<file path="config.mk">
export PLATFORM = sky130hd
export DESIGN_NAME = decimal_text_to_fixed_parser_flat
export DESIGN_NICKNAME = d
export VERILOG_FILES = /design/src/rtl/dtfp_pkg.sv /design/src/rtl/dtfp_if.sv /design/src/rtl/dtfp_div.sv /design/src/rtl/decimal_text_to_fixed_parser.sv /design/src/flat_wrapper.sv
export SDC_FILE = /design/constraint.sdc
export NUM_CORES = 1
export LEC_CHECK = 0
export BUFFER_PORTS_ARGS = -buffer_cell sky130_fd_sc_hd__buf_2
export CAP_MARGIN = 5
export CORE_MARGIN = 1
export CORE_UTILIZATION = 65
export CTS_CLUSTER_SIZE = 10
export DETAILED_ROUTE_END_ITERATION = 6
export GPL_TIMING_DRIVEN = 0
export PLACE_DENSITY = 0.83
export REMOVE_ABC_BUFFERS = 1
export SYNTH_ARGS = -nofsm -noshare
export SYNTH_HDL_FRONTEND = slang
export SYNTH_SLANG_ARGS = --single-unit
export TNS_END_PERCENT = 5
</file>
<file path="constraint.sdc">
create_clock -name clk_i -period 14.6 [get_ports clk_i]
set_input_delay 0.73 -clock clk_i [delete_from_list [all_inputs] [get_ports clk_i]]
set_output_delay 0.73 -clock clk_i [all_outputs]
set_load 0.01 [all_outputs]
</file>
<file path="src/rtl/dtfp_pkg.sv">
// Shared widths, defaults, status types and the power-of-ten table of the decimal parser.
`timescale 1ns / 1ps
`default_nettype none

package dtfp_pkg;

  localparam int unsigned CHAR_W              = 8;
  localparam int unsigned VALUE_W             = 31;
  localparam int unsigned ACC_W               = 32;
  localparam int unsigned DEN_W               = 30;
  localparam int unsigned CNT_W               = 4;
  localparam int unsigned DEF_MAX_FRAC_DIGITS = 9;
  localparam int unsigned DEF_FRAC_BITS       = 28;

  typedef struct packed {
    logic busy;
    logic done;
  } dtfp_div_stat_t;

  // 10**n for n = 0..9; larger counts clamp to 10**9
  function automatic logic [DEN_W-1:0] pow_ten(input logic [CNT_W-1:0] n);
    logic [DEN_W-1:0] r;
    case (n)
      4'd0:    r = DEN_W'(1);
      4'd1:    r = DEN_W'(10);
      4'd2:    r = DEN_W'(100);
      4'd3:    r = DEN_W'(1000);
      4'd4:    r = DEN_W'(10000);
      4'd5:    r = DEN_W'(100000);
      4'd6:    r = DEN_W'(1000000);
      4'd7:    r = DEN_W'(10000000);
      4'd8:    r = DEN_W'(100000000);
      default: r = DEN_W'(1000000000);
    endcase
    return r;
  endfunction

endpackage

`default_nettype wire

</file>
<file path="src/rtl/dtfp_if.sv">
// Valid/ready channel interfaces for the character input and the result output.
`timescale 1ns / 1ps
`default_nettype none

interface dtfp_in_if import dtfp_pkg::*; ();
  logic              valid;
  logic              ready;
  logic [CHAR_W-1:0] char_code;
  logic              end_of_text;

  modport source (output valid, output char_code, output end_of_text, input ready);
  modport sink   (input valid, input char_code, input end_of_text, output ready);
endinterface

interface dtfp_out_if import dtfp_pkg::*; ();
  logic                      valid;
  logic                      ready;
  logic signed [VALUE_W-1:0] value;
  logic                      out_of_range;

  modport source (output valid, output value, output out_of_range, input ready);
  modport sink   (input valid, input value, input out_of_range, output ready);
endinterface

`default_nettype wire

</file>
<file path="src/rtl/dtfp_div.sv">
// Restoring radix-2 divider: one quotient bit per cycle for the final fixed-point scaling.
`timescale 1ns / 1ps
`default_nettype none

module dtfp_div import dtfp_pkg::*; #(
  parameter int unsigned FRAC_BITS = DEF_FRAC_BITS
) (
  input  wire logic                   clk_i,
  input  wire logic                   rst_ni,
  input  wire logic                   start_i,
  input  wire logic [ACC_W-1:0]       acc_i,
  input  wire logic [DEN_W-1:0]       den_i,
  output logic      [FRAC_BITS+1:0]   quot_o,
  output dtfp_div_stat_t              stat_o
);

  localparam int unsigned Q_W   = FRAC_BITS + 2;
  localparam int unsigned NUM_W = ACC_W + FRAC_BITS + 1;
  localparam int unsigned REM_W = DEN_W + 1;
  localparam int unsigned STEP_W = $clog2(Q_W);

  logic [REM_W-1:0]  rem_q, rem_d;
  logic [Q_W-1:0]    sh_q, sh_d;
  logic [DEN_W-1:0]  den_q;
  logic [STEP_W-1:0] step_q, step_d;
  logic              busy_q, busy_d;
  logic              done_q, done_d;

  logic [NUM_W-1:0]  num;
  logic [REM_W:0]    trial;
  logic [REM_W:0]    diff;
  logic              ge;

  // numerator = (acc << FRAC_BITS) + den / 2; quotient fits in Q_W bits when in range,
  // so the top part seeds the remainder and only the low Q_W bits are shifted in
  assign num   = (NUM_W'(acc_i) << FRAC_BITS) + NUM_W'(den_i >> 1);
  assign trial = {rem_q, sh_q[Q_W-1]};
  assign ge    = trial >= (REM_W+1)'(den_q);
  assign diff  = trial - (REM_W+1)'(den_q);

  always_comb begin
    rem_d  = rem_q;
    sh_d   = sh_q;
    step_d = step_q;
    busy_d = busy_q;
    done_d = done_q;
    if (start_i) begin
      rem_d  = num[Q_W +: REM_W];
      sh_d   = num[Q_W-1:0];
      step_d = '0;
      busy_d = 1'b1;
      done_d = 1'b0;
    end else if (busy_q) begin
      rem_d  = ge ? diff[REM_W-1:0] : trial[REM_W-1:0];
      sh_d   = {sh_q[Q_W-2:0], ge};
      step_d = step_q + STEP_W'(1);
      if (step_q == STEP_W'(Q_W - 1)) begin
        busy_d = 1'b0;
        done_d = 1'b1;
      end
    end
  end

  always_ff @(posedge clk_i or negedge rst_ni) begin
    if (!rst_ni) begin
      busy_q <= 1'b0;
      done_q <= 1'b0;
      step_q <= '0;
    end else begin
      busy_q <= busy_d;
      done_q <= done_d;
      step_q <= step_d;
    end
  end

  always_ff @(posedge clk_i) begin
    rem_q <= rem_d;
    sh_q  <= sh_d;
    if (start_i) begin
      den_q <= den_i;
    end
  end

  assign quot_o      = sh_q;
  assign stat_o.busy = busy_q;
  assign stat_o.done = done_q;

`ifndef SYNTHESIS
  a_busy_done_excl: assert property (@(posedge clk_i) disable iff (!rst_ni)
    !(busy_q && done_q))
    else $error("divider busy and done at once");

  a_done_after_last_step: assert property (@(posedge clk_i) disable iff (!rst_ni)
    (busy_q && !start_i && step_q == STEP_W'(Q_W - 1)) |=> done_q)
    else $error("divider missed done after last step");

  a_step_bounded: assert property (@(posedge clk_i) disable iff (!rst_ni)
    busy_q |-> step_q <= STEP_W'(Q_W - 1))
    else $error("divider step counter past end");
`endif

endmodule

`default_nettype wire

</file>
<file path="src/rtl/decimal_text_to_fixed_parser.sv">
// Top level: character sequencer of the decimal text to Q2.FRAC_BITS parser.
// Flow: a character that does not end the number only updates the parse state; the ending
//   character starts the shared divider, and the result is registered once the divider is done.
// Throughput: 1 character per cycle inside a number; the input stalls during the one divide,
//   run by the radix-2 divider (one quotient bit per cycle), until the result is loaded.
// Reset: rst_ni is asynchronous, active low; it returns to the whitespace phase, empties
//   the output register and idles the divider.
`timescale 1ns / 1ps
`default_nettype none

module decimal_text_to_fixed_parser import dtfp_pkg::*; #(
  parameter int unsigned MAX_FRAC_DIGITS = DEF_MAX_FRAC_DIGITS,
  parameter int unsigned FRAC_BITS       = DEF_FRAC_BITS
) (
  input wire logic  clk_i,
  input wire logic  rst_ni,
  dtfp_in_if.sink   in_ch_i,
  dtfp_out_if.source out_ch_o
);

  localparam int unsigned Q_W = FRAC_BITS + 2;

  // parse phases
  localparam logic [1:0] PH_WS   = 2'd0;
  localparam logic [1:0] PH_INT  = 2'd1;
  localparam logic [1:0] PH_FRAC = 2'd2;
  localparam logic [1:0] PH_DONE = 2'd3;

  // sequencer states
  localparam logic ST_PARSE = 1'b0;
  localparam logic ST_DIV   = 1'b1;

  // character codes
  localparam logic [CHAR_W-1:0] CH_TAB   = 8'd9;
  localparam logic [CHAR_W-1:0] CH_CR    = 8'd13;
  localparam logic [CHAR_W-1:0] CH_SPACE = 8'd32;
  localparam logic [CHAR_W-1:0] CH_PLUS  = 8'd43;
  localparam logic [CHAR_W-1:0] CH_MINUS = 8'd45;
  localparam logic [CHAR_W-1:0] CH_POINT = 8'd46;
  localparam logic [CHAR_W-1:0] CH_ZERO  = 8'd48;
  localparam logic [CHAR_W-1:0] CH_NINE  = 8'd57;

  localparam logic signed [VALUE_W-1:0] LIMIT = VALUE_W'(2) << FRAC_BITS;

  // parse state
  logic [1:0]       phase_q, phase_d;
  logic             neg_q, neg_d;
  logic [ACC_W-1:0] acc_q, acc_d;
  logic [CNT_W-1:0] cnt_q, cnt_d;
  logic             ovf_q, ovf_d;

  // sequencer and result capture
  logic             state_q, state_d;
  logic             res_neg_q;
  logic             res_over_q;

  // output register
  logic                      out_valid_q;
  logic signed [VALUE_W-1:0] value_q;
  logic                      oor_q;

  // character decode
  logic [CHAR_W-1:0] c;
  logic              last;
  logic              is_space, is_digit;
  logic [3:0]        dval;
  logic [CHAR_W-1:0] dsub;
  logic [ACC_W+3:0]  acc_mac;
  logic              ends;
  logic              emit;
  logic              accept;

  // emit datapath
  logic [DEN_W-1:0]  den;
  logic              over;

  // divider
  logic               div_start;
  logic [Q_W-1:0]     quot;
  dtfp_div_stat_t     div_st;

  logic                      out_free;
  logic                      out_load;
  logic [VALUE_W-1:0]        mag;
  logic [VALUE_W-1:0]        mag_signed;

  assign c        = in_ch_i.char_code;
  assign last     = in_ch_i.end_of_text;
  assign accept   = in_ch_i.valid && in_ch_i.ready;
  assign is_space = (c == CH_SPACE) || (c >= CH_TAB && c <= CH_CR);
  assign is_digit = (c >= CH_ZERO) && (c <= CH_NINE);
  assign dsub     = c - CH_ZERO;
  assign dval     = dsub[3:0];
  // acc * 10 + digit, one shared multiply-add for both digit kinds
  assign acc_mac  = ((ACC_W+4)'(acc_q) << 3) + ((ACC_W+4)'(acc_q) << 1) + (ACC_W+4)'(dval);

  // advance the parse state for one character
  always_comb begin
    phase_d = phase_q;
    neg_d   = neg_q;
    acc_d   = acc_q;
    cnt_d   = cnt_q;
    ovf_d   = ovf_q;
    ends    = 1'b0;
    case (phase_q)
      PH_WS: begin
        if (is_space) begin
          phase_d = PH_WS;
        end else if (c == CH_PLUS || c == CH_MINUS) begin
          neg_d   = (c == CH_MINUS);
          phase_d = PH_INT;
        end else if (is_digit) begin
          phase_d = PH_INT;
          if (acc_mac > (ACC_W+4)'(2)) begin
            acc_d = ACC_W'(3);
            ovf_d = 1'b1;
          end else begin
            acc_d = acc_mac[ACC_W-1:0];
          end
        end else if (c == CH_POINT) begin
          phase_d = PH_FRAC;
        end else begin
          ends = 1'b1;
        end
      end
      PH_INT: begin
        if (is_digit) begin
          // saturate the integer part at 3 once it passes 2
          if (acc_mac > (ACC_W+4)'(2)) begin
            acc_d = ACC_W'(3);
            ovf_d = 1'b1;
          end else begin
            acc_d = acc_mac[ACC_W-1:0];
          end
        end else if (c == CH_POINT) begin
          phase_d = PH_FRAC;
        end else begin
          ends = 1'b1;
        end
      end
      PH_FRAC: begin
        if (is_digit) begin
          // drop fraction digits beyond the limit
          if (cnt_q < CNT_W'(MAX_FRAC_DIGITS)) begin
            acc_d = acc_mac[ACC_W-1:0];
            cnt_d = cnt_q + CNT_W'(1);
          end
        end else begin
          ends = 1'b1;
        end
      end
      default: begin
        phase_d = phase_q;
      end
    endcase
  end

  // one result per number: on the ending character, or on the last character of the text
  assign emit = (phase_q != PH_DONE) && (ends || last);
  assign den  = pow_ten(cnt_d);
  assign over = ovf_d || ((ACC_W+1)'(acc_d) > ((ACC_W+1)'(den) << 1));

  assign div_start = accept && emit;

  dtfp_div #(
    .FRAC_BITS (FRAC_BITS)
  ) u_div (
    .clk_i   (clk_i),
    .rst_ni  (rst_ni),
    .start_i (div_start),
    .acc_i   (acc_d),
    .den_i   (den),
    .quot_o  (quot),
    .stat_o  (div_st)
  );

  // hold the finished quotient until the output register frees up
  assign out_free = !out_valid_q || out_ch_o.ready;
  assign out_load = (state_q == ST_DIV) && div_st.done && out_free;

  always_comb begin
    state_d = state_q;
    case (state_q)
      ST_PARSE: begin
        if (div_start) begin
          state_d = ST_DIV;
        end
      end
      ST_DIV: begin
        if (out_load) begin
          state_d = ST_PARSE;
        end
      end
      default: begin
        state_d = ST_PARSE;
      end
    endcase
  end

  // saturate out-of-range numbers, then apply the sign (negative zero gives zero)
  assign mag        = res_over_q ? LIMIT : {{(VALUE_W-Q_W){1'b0}}, quot};
  assign mag_signed = res_neg_q ? (VALUE_W'(0) - mag) : mag;

  always_ff @(posedge clk_i or negedge rst_ni) begin
    if (!rst_ni) begin
      phase_q     <= PH_WS;
      neg_q       <= 1'b0;
      acc_q       <= '0;
      cnt_q       <= '0;
      ovf_q       <= 1'b0;
      state_q     <= ST_PARSE;
      out_valid_q <= 1'b0;
    end else begin
      state_q <= state_d;
      if (accept) begin
        if (last) begin
          // drop the whole parse state after the last character of the text
          phase_q <= PH_WS;
          neg_q   <= 1'b0;
          acc_q   <= '0;
          cnt_q   <= '0;
          ovf_q   <= 1'b0;
        end else begin
          phase_q <= emit ? PH_DONE : phase_d;
          neg_q   <= neg_d;
          acc_q   <= acc_d;
          cnt_q   <= cnt_d;
          ovf_q   <= ovf_d;
        end
      end
      if (out_load) begin
        out_valid_q <= 1'b1;
      end else if (out_ch_o.ready) begin
        out_valid_q <= 1'b0;
      end
    end
  end

  always_ff @(posedge clk_i) begin
    if (div_start) begin
      res_neg_q  <= neg_d;
      res_over_q <= over;
    end
    if (out_load) begin
      value_q <= mag_signed;
      oor_q   <= res_over_q;
    end
  end

  assign in_ch_i.ready         = (state_q == ST_PARSE);
  assign out_ch_o.valid        = out_valid_q;
  assign out_ch_o.value        = value_q;
  assign out_ch_o.out_of_range = oor_q;

`ifndef SYNTHESIS
  a_start_idle_div: assert property (@(posedge clk_i) disable iff (!rst_ni)
    div_start |-> !div_st.busy)
    else $error("divider restarted while busy");

  a_div_state_tracks_unit: assert property (@(posedge clk_i) disable iff (!rst_ni)
    (state_q == ST_DIV) |-> (div_st.busy || div_st.done))
    else $error("waiting on an idle divider");

  a_value_in_range: assert property (@(posedge clk_i) disable iff (!rst_ni)
    out_valid_q |-> ($signed(value_q) <= LIMIT && $signed(value_q) >= -LIMIT))
    else $error("result magnitude above limit");

  a_oor_saturated: assert property (@(posedge clk_i) disable iff (!rst_ni)
    (out_valid_q && oor_q) |-> (value_q == LIMIT || value_q == -LIMIT))
    else $error("out-of-range result not saturated");
`endif

endmodule

`default_nettype wire

</file>
<file path="src/flat_wrapper.sv">
// flat-port wrapper written by rule: the top's interface ports become plain ports
module decimal_text_to_fixed_parser_flat import dtfp_pkg::*;
#(
  parameter int unsigned MAX_FRAC_DIGITS = DEF_MAX_FRAC_DIGITS,
  parameter int unsigned FRAC_BITS       = DEF_FRAC_BITS
)
  (clk_i, rst_ni, in_ch_i_valid, in_ch_i_char_code, in_ch_i_end_of_text, in_ch_i_ready, out_ch_o_valid, out_ch_o_value, out_ch_o_out_of_range, out_ch_o_ready);
  dtfp_in_if in_ch_i_i ();
  dtfp_out_if out_ch_o_i ();
  input wire logic clk_i;
  input wire logic rst_ni;
  input wire logic [$bits(in_ch_i_i.valid)-1:0] in_ch_i_valid;
  input wire logic [$bits(in_ch_i_i.char_code)-1:0] in_ch_i_char_code;
  input wire logic [$bits(in_ch_i_i.end_of_text)-1:0] in_ch_i_end_of_text;
  output wire logic [$bits(in_ch_i_i.ready)-1:0] in_ch_i_ready;
  output wire logic [$bits(out_ch_o_i.valid)-1:0] out_ch_o_valid;
  output wire logic [$bits(out_ch_o_i.value)-1:0] out_ch_o_value;
  output wire logic [$bits(out_ch_o_i.out_of_range)-1:0] out_ch_o_out_of_range;
  input wire logic [$bits(out_ch_o_i.ready)-1:0] out_ch_o_ready;
  assign in_ch_i_i.valid = in_ch_i_valid;
  assign in_ch_i_i.char_code = in_ch_i_char_code;
  assign in_ch_i_i.end_of_text = in_ch_i_end_of_text;
  assign in_ch_i_ready = in_ch_i_i.ready;
  assign out_ch_o_valid = out_ch_o_i.valid;
  assign out_ch_o_value = out_ch_o_i.value;
  assign out_ch_o_out_of_range = out_ch_o_i.out_of_range;
  assign out_ch_o_i.ready = out_ch_o_ready;
  decimal_text_to_fixed_parser #(.MAX_FRAC_DIGITS(MAX_FRAC_DIGITS), .FRAC_BITS(FRAC_BITS)) u_core (.clk_i(clk_i), .rst_ni(rst_ni), .in_ch_i(in_ch_i_i), .out_ch_o(out_ch_o_i));
endmodule
</file>
# After elaboration in Yosys (flattened, before gate mapping)

Memories as Yosys holds them, arrays and structs flattened.
Index checks and enable logic that the tools add are counted.
W data, S select, Z words.

Output and inout port bits: 34
Register bits: 174
Logic and storage cells: 120
ROM bits: 480
Memories: 1
Input bits: 13

Memories:

| name            | words | bits a word | rd ports | clocked after memory_dff | wr ports | RTL line       | source |
|---|---|---|---|---|---|---|---|
| (no name shown) | 16    | 30          | 1        | 0                        | 0        | dtfp_pkg.sv:23 | `case (n)` |

Magnitude comparators: 8
Add/subtract/negate cells: 8
Equality and inequality tests: 9
Reductions and logical operators: 20
Bitwise gates (word level): 1
Mux-type cells: 56

Operator list:

| cell                    | number |
|---|---|
| $mux W32                | 7 |
| $mux W31                | 4 |
| $pmux W32 S3            | 1 |
| $mux W30                | 3 |
| $add A60 B29 Y61        | 1 |
| $add A35 B33 Y36        | 1 |
| $add A36 B4 Y36         | 1 |
| $gt A36 B2 Y1 const B   | 1 |
| $eq A8 B6 Y1 const B    | 4 |
| $ge A32 B30 Y1          | 1 |
| $gt A32 B31 Y1          | 1 |
| $sub A1 B31 Y31 const A | 1 |
| $sub A31 B30 Y31        | 1 |
| $mux W1                 | 24 |
| $mux W4                 | 4 |
| $mux W2                 | 7 |
| $mux W5                 | 2 |
| $ge A8 B4 Y1 const B    | 1 |
| $ge A8 B6 Y1 const B    | 1 |
| $le A8 B4 Y1 const B    | 1 |
| $le A8 B6 Y1 const B    | 1 |
| $logic_and A1 B1 Y1     | 7 |
| $reduce_bool A2 Y1      | 3 |
| $add A5 B1 Y5 const B   | 1 |
| other kinds (18)        | 23 |

# Logic depth before layout (Yosys ltp)

Depth in word-level cells: 11
Depth in mapped cells: 27
Depth with buffers taken out: 27

# By module

Synthesis repeated with hierarchy kept, for this count alone.

Cells, all modules: 1659
Area total of the unflattened synthesis: 14791.7 um^2

By module, submodules not included:

| module                       | instances | seq. area each (um^2) | area each (um^2) | cells each |
|---|---|---|---|---|
| decimal_text_to_fixed_parser | 1         | 2072.0                | 8333.0           | 1032 |
| dtfp_div                     | 1         | 2907.8                | 6458.7           | 627 |

# Least setup slack after synthesis

OpenSTA, ideal clock, no wires.

Path kind: input-to-reg
Start point: in in_ch_i_char_code[3]
End point: reg u_core.u_div.rem_q[22] (data pin)
Arrival time: 5.592 ns
Cell stages on the path: 23
Slack: 8.738 ns
Buffers on the path: 2
Data required time: 14.331 ns
Setup time: 0.269 ns
Cell sequence: inv_1 -> fa_1 -> fa_1 -> nand2b_1 -> a211oi_2 -> o2111ai_1 -> a31oi_2 -> o2111ai_1 -> mux2i_1 -> or4_4 -> or4_4 -> nand3_2 -> nand2_2 -> ha_1 -> ha_1 -> and3_1 -> clkbuf_1 -> and3_1 -> buf_2 -> and3_1 -> nand4_1 -> xor2_1 -> mux2i_1

Longest elaborated chain between the ends: 10
Elaborated cells on any way between the ends: 36
Those cells by class: add/sub (3); order compare (5); eq/ne (4); mux (16); reduce/logical (7); memory (1)

Ends and longest elaborated chain:

| item                                                    | RTL line                                                                                                      | source |
|---|---|---|
| from (decl)                                             | flat_wrapper.sv:13                                                                                            | `input wire logic [$bits(in_ch_i_i.char_code)-1:0] in_ch_i_char_code;` |
| $sub A4 B1 Y4 (tied with other cells)                   | decimal_text_to_fixed_parser.sv:92                                                                            | `assign dsub = c - CH_ZERO;` |
| $add A36 B4 Y36 (tied with other cells)                 | decimal_text_to_fixed_parser.sv:95                                                                            | `assign acc_mac = ((ACC_W+4)'(acc_q) << 3) + ((ACC_W+4)'(acc_q) << 1) + (ACC_W+4)'(dval);` |
| $gt A36 B2 Y1 or $mux W1 (tied branches)                | decimal_text_to_fixed_parser.sv:114, decimal_text_to_fixed_parser.sv:129, decimal_text_to_fixed_parser.sv:112 |  |
| $mux W32 or $mux W1 (tied branches)                     | decimal_text_to_fixed_parser.sv:114, decimal_text_to_fixed_parser.sv:129, decimal_text_to_fixed_parser.sv:109 |  |
| $mux W32 or $mux W1 (tied branches)                     | decimal_text_to_fixed_parser.sv:112, decimal_text_to_fixed_parser.sv:107                                      |  |
| $mux W32 or $pmux W1 S3 (tied branches)                 | decimal_text_to_fixed_parser.sv:109, decimal_text_to_fixed_parser.sv:105                                      |  |
| $mux W32 or $logic_or A1 B1 Y1 (tied branches)          | decimal_text_to_fixed_parser.sv:107, decimal_text_to_fixed_parser.sv:159                                      |  |
| $pmux W32 S3 or $logic_and A1 B1 Y1 (tied branches)     | decimal_text_to_fixed_parser.sv:105, decimal_text_to_fixed_parser.sv:159                                      |  |
| $add A60 B29 Y61 or $logic_and A1 B1 Y1 (tied branches) | dtfp_div.sv:36, decimal_text_to_fixed_parser.sv:163                                                           |  |
| $mux W31 (*)                                            | dtfp_div.sv:47                                                                                                | `if (start_i) begin` |
| net u_core.u_div.rem_d[22]                              | dtfp_div.sv:22                                                                                                | `logic [REM_W-1:0] rem_q, rem_d;` |
| to (signal assigned)                                    | dtfp_div.sv:77                                                                                                | `rem_q <= rem_d;` |
| to (decl)                                               | dtfp_div.sv:22                                                                                                |  |

Mark *: on every way through the listed nets, which the timed path passes. The rest lies on a longest branch.
A chain may end at the register's enable or synchronous reset.

# Worst setup path after layout

Start point: reg u_core.acc_q[1]
End point: reg u_core.u_div.rem_q[29] (data pin)

Longest elaborated chain between the ends: 10
Elaborated cells on any way between the ends: 12
Those cells by class: add/sub (3); order compare (1); mux (8)

Ends and longest elaborated chain:

| item                       | RTL line                                                                 | source |
|---|---|---|
| from (decl)                | decimal_text_to_fixed_parser.sv:48                                       | `logic [ACC_W-1:0] acc_q, acc_d;` |
| from (signal assigned)     | decimal_text_to_fixed_parser.sv:208                                      | `acc_q <= '0;` |
| from (signal assigned)     | decimal_text_to_fixed_parser.sv:220                                      | `acc_q <= '0;` |
| from (signal assigned)     | decimal_text_to_fixed_parser.sv:226                                      | `acc_q <= acc_d;` |
| $add A35 B33 Y36           | decimal_text_to_fixed_parser.sv:95                                       |  |
| $add A36 B4 Y36            | decimal_text_to_fixed_parser.sv:95                                       |  |
| $gt A36 B2 Y1              | decimal_text_to_fixed_parser.sv:114, decimal_text_to_fixed_parser.sv:129 |  |
| $mux W32                   | decimal_text_to_fixed_parser.sv:114, decimal_text_to_fixed_parser.sv:129 |  |
| $mux W32                   | decimal_text_to_fixed_parser.sv:112                                      | `end else if (is_digit) begin` |
| $mux W32                   | decimal_text_to_fixed_parser.sv:109                                      | `end else if (c == CH_PLUS \|\| c == CH_MINUS) begin` |
| $mux W32                   | decimal_text_to_fixed_parser.sv:107                                      | `if (is_space) begin` |
| $pmux W32 S3 (*)           | decimal_text_to_fixed_parser.sv:105                                      | `case (phase_q)` |
| $add A60 B29 Y61 (*)       | dtfp_div.sv:36                                                           | `assign num = (NUM_W'(acc_i) << FRAC_BITS) + NUM_W'(den_i >> 1);` |
| $mux W31 (*)               | dtfp_div.sv:47                                                           |  |
| net u_core.u_div.rem_d[29] | dtfp_div.sv:22                                                           |  |

Marked as above.

==> impl_metrics.ini <==
[outcome]
status = complete, no violations

[die]
core_area_sq_um = 21200
die_h_um = 149
io_pins = 47
fp.dieW_um = 149
rows = 53
die_area_sq_um = 22300
initial_core_util_pct = 66.7

[cells_and_area]
seqCellArea_sq_um = 4770
multi_input_area_sq_um = 8710
fillCellCount = 1555
layout_commonest_cell = nand2_1
final_cell_mix = nand2_1, ha_1, edfxtp_1
syn2layout_area_growth_pct = 8.06
fin_nets = 1763
layout.cells.non_filler = 1901
layout-drive-gt1-share_pct = 8.31

[global_route]
grt.overflow.total = 0
antenna_found_initial = 1
grt_use_total_pct = 34.8
grt_max_degree = 59
grt_pass1_vias = 11900
grt_first_pass_wirelength_um = 60700

[placement]
dp_cells = 1866
post-dp-hpwl_um = 28600
place_congestion = 1.03
port_buffers = 46

[timing]
setup_viol_count_final = 0
relSlewSlack_pct = 13.5
skew_ns = 0.0182
totalNegativeSetupSlack_ns = 0
finalCriticalPeriod_ns = 6.56
fmax_mhz = 152
rsz0062_at_grt = false
finalMaxSlewViolations = 0
fin_crit_sh_pct = 45.0
tightest_slew_ns = 1.30
hold_violations = 0

[drt]
vias = 12600
drt_iter0_markers = 1136
drtAntennaViolNets = 0
wl_um = 37800
first_pass_iters = 7
routedWlPerCell_um = 19.9
viasPerCell = 6.64
drc = 0

[worst_setup_path]
worstSetupPathType = reg2reg
endpoint_kind = register
worstPathRequired_ns = 14.77
reg2regPathDepth = 21
crit_arrival_ns = 6.74
cp-start-kind = register
critPathMaxFanout = 8

[cts]
tritoncts = yes
post_cts_buffers = 0
cts_sinks = 167
cts_max_level = 4
cts_root_buffer = clkbuf_16
hold_buffers = 0
cts_resized = 0
cts_inserted_buffers = 17
worstSkewPairLatency_ns = 0.44
clk_pin_slew_worst_paths_ns = 0.08
clockBufferDepth = 2

[logic_synthesis]
netlist_top_cells_area = edfxtp_1, ha_1, dfrtp_1
syn_avg_cell_area_sq_um = 8.76
synth_edf_count = 118
yosysSeqAreaShare_pct = 33.8
synthArstFlopShare_pct = 29.3
ys.flop_type = edfxtp_1
synthCells = 1610
yosys.area.top_type = edfxtp_1
syn_area_sq_um = 14100
ys_warn_count = 0
synth.distinct_cells = 90
synth_top_area_share_pct = 25.1
ys_ff_latch = 167

[flow_run]
maxCapViolCount = 0

[power_and_ir_drop]
p_leak_nw = 6.73
p_per_area_nw_per_um2 = 162
ir_worst_vdd_uv = 103

[hold_path]
hold_class = in2async
==> final cells by class <==
cell class,instances,share of cell area [%]
tap,275,2.26
sequential,167,31.3
multi-input combinational,1274,57.2
timing repair buffer,54,2.82
inverter,98,2.42
clock buffer,17,2.79
clock inverter,15,1.22
antenna,1,0.0164
==> registers in the layout (all words and copies together), names as in the netlist, 2 cells and up <==
| register | flops |
|---|---|
| u_core.acc_q | 32 |
| u_core.u_div.quot_o | 30 |
| u_core.u_div.step_q | 5 |
| u_core.u_div.rem_q | 31 |
| u_core.u_div.den_q | 23 |
| u_core.cnt_q | 4 |
| u_core.out_ch_o.value | 31 |
| u_core.phase_q | 2 |
==> cell families (layout without fill, tap and decap cells) <==
logic type | after synthesis | after routing | share of synthesized area, %
flip-flops | 167 | 167 | 33.8
buffers and inverters | 169 | 184 | 4.68
adder cells (fa/ha/maj) | 138 | 138 | 12.4
other | 0 | 1 | 0
AND/OR/NAND/NOR | 533 | 533 | 18.8
XOR/XNOR | 92 | 92 | 5.71
AO/OA/AOI/OAI | 485 | 485 | 22.6
multiplexers | 26 | 26 | 1.91
==> power by group <==
part	internal (mW)	switching, mW
Clock	0.246	0.218
Combinational	0.491	0.667
Sequential	0.734	0.113
Total	1.47	0.998
==> path summary, 6_finish.rpt <==
kind	from	end	slack, ns
worst max-delay path	u_core.acc_q[1]$_DFFE_PN0P_	u_core.u_div.rem_q[29]$_DFFE_PP_	8.04
worst min-delay path	rst_ni	u_core.u_div.step_q[2]$_DFFE_PN0P_	0.48
worst max register to register	u_core.acc_q[1]$_DFFE_PN0P_	u_core.u_div.rem_q[29]$_DFFE_PP_	8.04
worst min register to register	u_core.u_div.done_q$_DFFE_PN0P_	u_core.u_div.done_q$_DFFE_PN0P_	0.52
max in group asynchronous	rst_ni	u_core.cnt_q[2]$_DFFE_PN0P_	13.45
min in group clk_i	u_core.u_div.done_q$_DFFE_PN0P_	u_core.u_div.done_q$_DFFE_PN0P_	0.52
==> synth_stat cells, types with 12 or more instances <==
cell      count
nand3_1      34
nor2_1      105
nand4_1      37
ha_1        135
dfrtp_1      49
edfxtp_1    118
nor2b_1      33
a22o_1       28
o21bai_1     13
o21a_1       17
xor2_1       28
and3_1       15
o21ai_1      46
a21oi_1     113
o211ai_1     15
nand2_1     177
mux2i_1      19
nand2b_1     22
clkbuf_1     53
a211oi_1     23
a21o_1       30
nor4_1       12
nor3_1       32
inv_1        96
o21ai_0      90
xnor2_1      64
==> metal layers <==
| metal | up-vias | wire length, um | global-route usage, % |
|---|---|---|---|
| met3 | 104 | 2490 | 4.46 |
| met5 | - | 0 | 0 |
| met2 | 579 | 18100 | 57.4 |
| met4 | 0 | 1500 | 16.1 |
| met1 | 6001 | 15800 | 45.4 |
| li1 | 5943 | - | - |
==> critical path: stages (launching register included) <==
cell and delay (ns):
dfrtp_1 0.49, ha_1 0.33, ha_1 0.19, inv_1 0.06, fa_1 0.39, nand2b_1 0.22
a2111oi_1 0.58, or2_1 0.28, a21boi_1 0.11, a21boi_1 0.26, mux2_1 0.41, o2111ai_1 0.26
or4_4 0.22, nand3_2 0.13, nand2_2 0.18, ha_1 0.23, inv_1 0.07, nor4bb_2 0.79
nand4_2 0.32, nor4_4 0.42, mux2i_1 0.27, nor3_2 0.06
==> through the flow <==
stage	util [%]	worst slack, ns	power (mW)	hold slack [ns]	instance area, sq um
final	72.0	8.04	2.47	0.483	15200
after global placement	68.0	2.91	1.90	0.494	14400
after detailed placement	68.8	7.23	1.97	0.486	14600
after floorplan	-	6.53	1.67	0.434	13800
after global routing	72.0	7.57	2.63	0.538	15200
after CTS	71.7	7.66	2.45	0.508	15200
Power figures use the tool's default switching activity.
